**config.mk**
```make
export PLATFORM = sky130hd
export DESIGN_NAME = rau_ctrl
export DESIGN_NICKNAME = d
export VERILOG_FILES = /design/src/rau_pkg.sv /design/src/rau_ctrl.sv
export VERILOG_INCLUDE_DIRS = /design/src /design/src/src
export SDC_FILE = /design/constraint.sdc
export NUM_CORES = 1
export LEC_CHECK = 0
export BUFFER_PORTS_ARGS = -buffer_cell sky130_fd_sc_hd__buf_2
export CELL_PAD_IN_SITES_DETAIL_PLACEMENT = 0
export CELL_PAD_IN_SITES_GLOBAL_PLACEMENT = 2
export CORE_MARGIN = 4
export CORE_UTILIZATION = 29
export CTS_CLUSTER_DIAMETER = 100
export DETAILED_ROUTE_END_ITERATION = 6
export PLACE_DENSITY = 0.83
export SYNTH_ARGS = -nofsm -noshare
export SYNTH_HDL_FRONTEND = slang
export SYNTH_SLANG_ARGS = --single-unit
```
**constraint.sdc**
```tcl
create_clock -name clk -period 2.72 [get_ports clk]
set_clock_uncertainty 0.2 [all_clocks]
set_input_delay 0.544 -clock clk [delete_from_list [all_inputs] [get_ports clk]]
set_output_delay 0.544 -clock clk [all_outputs]
set_load 0.02 [all_outputs]
```
**src/rational_arithmetic_unit_defines.svh**
```systemverilog
// Assertion macros for the rational arithmetic unit RTL.
// Empty bodies when SYNTH is defined.
`ifndef RATIONAL_ARITHMETIC_UNIT_DEFINES_SVH
`define RATIONAL_ARITHMETIC_UNIT_DEFINES_SVH
`ifndef SYNTH
`define RAU_ASSERT(label, clk, rst_n, prop, msg) \
    label: assert property (@(posedge clk) disable iff (!rst_n) prop) else $error(msg);
`define RAU_ASSERT_NR(label, clk, prop, msg) \
    label: assert property (@(posedge clk) prop) else $error(msg);
`else
`define RAU_ASSERT(label, clk, rst_n, prop, msg)
`define RAU_ASSERT_NR(label, clk, prop, msg)
`endif
`endif

```
**src/rau_pkg.sv**
```systemverilog
// Package for the rational arithmetic unit: opcodes, controller/datapath structs.
// No dependencies.
package rau_pkg;
    localparam logic [2:0] OP_ADD = 3'd0;
    localparam logic [2:0] OP_SUB = 3'd1;
    localparam logic [2:0] OP_MUL = 3'd2;
    localparam logic [2:0] OP_DIV = 3'd3;
    localparam logic [2:0] OP_CMP = 3'd4;
    localparam logic [2:0] OP_RED = 3'd5;

    // datapath step commands
    typedef enum logic [3:0] {
        CMD_NONE,
        CMD_LOAD,
        CMD_MUL1,
        CMD_MUL2,
        CMD_FORM,
        CMD_G_INIT,
        CMD_G_STEP,
        CMD_DIV_INIT,
        CMD_DIV_STEP,
        CMD_FINISH
    } cmd_t;

    typedef struct packed {
        logic early_done;  // result settled without reduction
        logic gcd_done;
        logic div_done;
    } status_t;
endpackage

```
**src/rau_ctrl.sv**
```systemverilog
// Controller of the rational arithmetic unit: sequences datapath steps and
// the stream handshake. Depends on rau_pkg and the defines header.
`include "rational_arithmetic_unit_defines.svh"
module rau_ctrl (
    input  logic             clk,
    input  logic             rst_n,
    input  logic             in_fire,
    output logic             idle,
    input  logic             out_ready,
    output logic             out_valid,
    input  rau_pkg::status_t status,
    output rau_pkg::cmd_t    cmd
);
    typedef enum logic [3:0] {
        S_IDLE, S_MUL1, S_MUL2, S_FORM, S_GINIT, S_GSTEP,
        S_DINIT, S_DSTEP, S_FIN, S_OUT
    } state_t;

    state_t state_reg;
    logic   second_reg;
    logic   out_valid_reg;

    always_comb
    begin
        unique case (state_reg)
            S_IDLE:  cmd = in_fire ? rau_pkg::CMD_LOAD : rau_pkg::CMD_NONE;
            S_MUL1:  cmd = rau_pkg::CMD_MUL1;
            S_MUL2:  cmd = rau_pkg::CMD_MUL2;
            S_FORM:  cmd = rau_pkg::CMD_FORM;
            S_GINIT: cmd = rau_pkg::CMD_G_INIT;
            S_GSTEP: cmd = rau_pkg::CMD_G_STEP;
            S_DINIT: cmd = rau_pkg::CMD_DIV_INIT;
            S_DSTEP: cmd = rau_pkg::CMD_DIV_STEP;
            S_FIN:   cmd = rau_pkg::CMD_FINISH;
            default: cmd = rau_pkg::CMD_NONE;
        endcase
    end

    assign idle = (state_reg == S_IDLE) && !out_valid_reg;
    assign out_valid = out_valid_reg;

    always_ff @(posedge clk or negedge rst_n)
    begin
        if (!rst_n)
        begin
            state_reg <= S_IDLE;
            second_reg <= 1'b0;
            out_valid_reg <= 1'b0;
        end
        else
        begin
            if (out_valid_reg && out_ready)
                out_valid_reg <= 1'b0;
            unique case (state_reg)
                S_IDLE:  if (in_fire) state_reg <= S_MUL1;
                S_MUL1:  state_reg <= S_MUL2;
                S_MUL2:  state_reg <= S_FORM;
                S_FORM:  state_reg <= S_GINIT;
                S_GINIT: state_reg <= status.early_done ? S_FIN : S_GSTEP;
                S_GSTEP:
                begin
                    second_reg <= 1'b0;
                    if (status.early_done)
                        state_reg <= S_FIN;
                    else if (status.gcd_done)
                        state_reg <= S_DINIT;
                end
                S_DINIT: state_reg <= S_DSTEP;
                S_DSTEP:
                    if (status.div_done)
                    begin
                        second_reg <= !second_reg;
                        state_reg <= second_reg ? S_FIN : S_DINIT;
                    end
                S_FIN:
                begin
                    state_reg <= S_OUT;
                    out_valid_reg <= 1'b1;
                end
                S_OUT:   if (!out_valid_reg || out_ready) state_reg <= S_IDLE;
                default: state_reg <= S_IDLE;
            endcase
        end
    end

    `RAU_ASSERT(a_load_idle, clk, rst_n, (cmd == rau_pkg::CMD_LOAD) |-> !out_valid_reg, "load while holding a result")
    `RAU_ASSERT(a_fin_valid, clk, rst_n, (state_reg == S_FIN) |=> out_valid_reg, "finish did not raise valid")
    `RAU_ASSERT(a_out_state, clk, rst_n, out_valid_reg |-> (state_reg == S_OUT || state_reg == S_IDLE), "valid outside output")
endmodule

```
==> summary.md <==
| Metric | Value |
|---|---|
| Setup Fix Bufs, Post-CTS | 0 |
| Mean number of vias per cell | 5.819 |
| Least-Margin Pin Slew | 439.0 ps |
| Inserted Clock Buffers | 3 |
| Worst path slowest cell | dfrtp_1 |
| Post-synth cell types | 29 |
| Launching element type of the critical path | register |
| Dominant synthesized flop cell | dfrtp_1 |
| Most frequently used cell type in the post-synthesis netlist | dfrtp_1 |
| Warnings from Yosys | 0 |
| Unrepaired setup endpoints after global routing | false |
| CP Cell Sequence | nand2b_1 -> or3_1 -> nand2_1 -> buf_2 |
| Number of filler cells placed in the layout | 157 |
| Total routing resource utilization after global routing | 12.49% |
| Final setup violation count | 0 |
| Number of top-level pins | 13 |
| Main area contributors after synthesis | dfrtp_1, nand2b_1, a21oi_1, nand2_1, or3_1 |
| GRT Residual Overflow | 0 |
| Clk sinks | 6 |
| Fraction of final layout cells with drive strength greater than 1 | 28.36% |
| Commonest cells in the synthesized netlist | dfrtp_1, nand2_1, a21oi_1, nand2b_1 |
| Wirelength per Cell | 14.08 um |
| Sw Ratio | 50.28% |
| Number of nets in the layout | 76 |
| Antenna Violating Nets Remaining | 0 |
| Die width | 48.23 um |
| Crit path DAT | 1590 ps |
| Initial antenna violation count | 0 |
| Worst voltage drop across the vdd grid | 0.4892 mV |
| Detailed Place HPWL | 810.9 um |
| End of the worst hold path | second_reg |
| Worst reg2reg startpoint | state_reg[1] |
| Async set-or-reset flop fraction in the synthesized netlist | 100.0% |
| Max incr delay on CP | 510 ps |
| Number of synthesized register bits | 6 |
| H-tree depth | 1 |
| Count of TritonRoute iterations in the first routing pass | 4 |
| Area taken by multi-input logic gates | 294.0 um^2 |
| Crit path launch | state_reg[2] |
| Clock network fraction of total power | 12.0% |
| Clock-pin slew reported for the worst setup and hold paths after clock tree synthesis | 50 ps |
| Root buffer cell | clkbuf_4 |
| Area added between synthesis and finish | 20.27% |
| Final wirelength | 1169 um |
| Static Leak | 0.2635 nW |
| Die outline area | 0.002326 mm^2 |
| Synthesized area | 469.2 um^2 |
| Vias after detailed routing | 483 |
| Port Buffers | 12 |
| Vias in the first global route | 416 |
| Std-Cell Rows | 14 |
| Syn_nets | 62 |
| Power dissipated by switching net loads | 0.0003652 W |
| Portion of the clock cycle consumed by the worst path in the final layout | 85.91% |
| Avg Inst Size Synth | 8.531 um^2 |
| Diodes inserted | 0 |
| Time the worst path needs with I/O delays and setup | 2337 ps |
| Area share of the largest cell type after synthesis | 32.00% |
| Relative contribution of combinational cells to total power | 54.8% |
| Final Hold Fails | 0 |
| Post-synth EDFFs | 0 |
| Clock tree from TritonCTS | done |
| Remaining max-slew budget at the tightest pin | 70.73% |
| Max FO, Critical Path | 13 |
| Number of maximum-capacitance constraint violations | 0 |
| Total Power Consumption | 0.0007265 W |
| Classification of the worst setup path | reg -> out |
| Register-to-register setup slack | 800 ps |
| Data required, critical path | 1980 ps |
| Source-to-sink clock delay at the later pin of the worst-skew pair | 250 ps |
| Worst hold start | second_reg |
| Seq/Total Area, Yosys | 32.00% |
| Count of routing violations after the opening detailed-route iteration | 11 |
| Endpoint class of the critical path | output port |
| Core Region | 0.001524 mm^2 |
| Chip Height | 48.23 um |
| Synth Instances | 55 |
| Capturing point of the worst reg2reg path | state_reg[1] |
| Share of total power in sequential cells | 33.2% |
| Number of instances on the worst hold path | 1 |
| Drc violations | 0 |
| Cell Int Power | 0.0003612 W |
| Flip-flop count of the largest register, all copies and words added | 4 |
| Maximum number of pins on one net before global-route repair | 16 |
| Setup TNS after final layout | 0 ps |
| Max-slew violations | 0 |
| Maximum clock frequency | 427.9 MHz |
| Effective utilization at floorplan | 30.79% |
| Global-route wire length before repair | 1932 um |
| Number of buffers on the longest clock path | 2 |
| Class of the tightest hold or removal check | reg -> reg |
| Placer's final routability congestion estimate | 0.7579 |
| Reg2Reg Depth | 4 |
| Outcome | finished clean |
| Post-synth top area cell | dfrtp_1 |
| Sequential cell area | 150.1 um^2 |
| Cell area power density | 1287 mW/mm^2 |
-- logic make-up (layout without fill, tap and decap cells) --
| logic type | after synthesis | after routing | share of synthesized area, % |
|---|---|---|---|
| AO/OA/AOI/OAI | 17 | 17 | 28.54 |
| flip-flops | 6 | 6 | 32.00 |
| AND/OR/NAND/NOR | 24 | 24 | 30.13 |
| XOR/XNOR | 1 | 1 | 1.867 |
| multiplexers | 1 | 1 | 2.133 |
| buffers and inverters | 6 | 18 | 5.335 |
-- timing repair --
action / CTS / global route
hold buffers: 1 / 0
hold endpoints to repair: 6 / 0
gates resized for setup: 0 / 0
-- routing by layer --
metal	part of all wire [%]	up-vias	GRT usage, %
met1	41	225	14.96
li1	-	231	-
met3	8.0	5	2.952
met4	4.1	0	12.37
met5	0	-	0
met2	47	22	17.71
-- placed cells by master, fill, tap and decap left out, types with 2 or more instances in the layout --
| cell type | n |
|---|---|
| buf_2 | 12 |
| dfrtp_1 | 6 |
| nand2_1 | 5 |
| nand2b_1 | 4 |
| a21oi_1 | 4 |
| nor3_1 | 3 |
| or3_1 | 3 |
| clkbuf_4 | 3 |
| nor2_1 | 2 |
| inv_1 | 2 |
| o22a_1 | 2 |
| o31ai_1 | 2 |
| o21ai_0 | 2 |
-- power groups by stage --
stage	clock network (W)	registers, W	logic [W]
floorplan	0	0.000166	0.000369
global placement	0	0.000241	0.000400
detailed placement	0	0.000238	0.000397
CTS	0.0000878	0.000237	0.000405
global route	0.0000935	0.000253	0.000441
finish	0.0000874	0.000241	0.000398
-- final cells by class --
cell class	count	share of cell area, %
clock buffers	3	3.991
flip-flops and latches	6	26.61
well taps	16	3.548
repair buffers	13	12.42
multi-input cells	43	52.11
inverters	2	1.330
-- worst max-delay path, delay by kind of cell, from the launching register on --
| kind | cells | cell delay [ps] |
|---|---|---|
| DFF | 1 | 510 |
| buffers and inverters | 1 | 160 |
| and+or+nand+nor | 3 | 660 |
-- per-stage QoR --
step	instance area, um^2	utilization [%]	hold WS (ps)	cells	setup WS (ps)
3_3_place_gp	531.8	34.89	174.3	79	677.0
4_1_cts	564.3	37.03	341.4	83	390.4
6_report	564.3	37.03	345.8	83	383.2
5_1_grt	564.3	37.03	348.0	83	298.4
3_5_place_dp	531.8	34.89	176.6	79	663.3
2_1_floorplan	469.2	-	48.41	55	712.7
-- how the worst max path moves through the flow --
stage          endpoint
2_1_floorplan      idle
3_3_place_gp     cmd[3]
3_5_place_dp     cmd[3]
4_1_cts          cmd[3]
5_1_grt          cmd[3]
6_report         cmd[3]
Power figures use the tool's default switching activity.
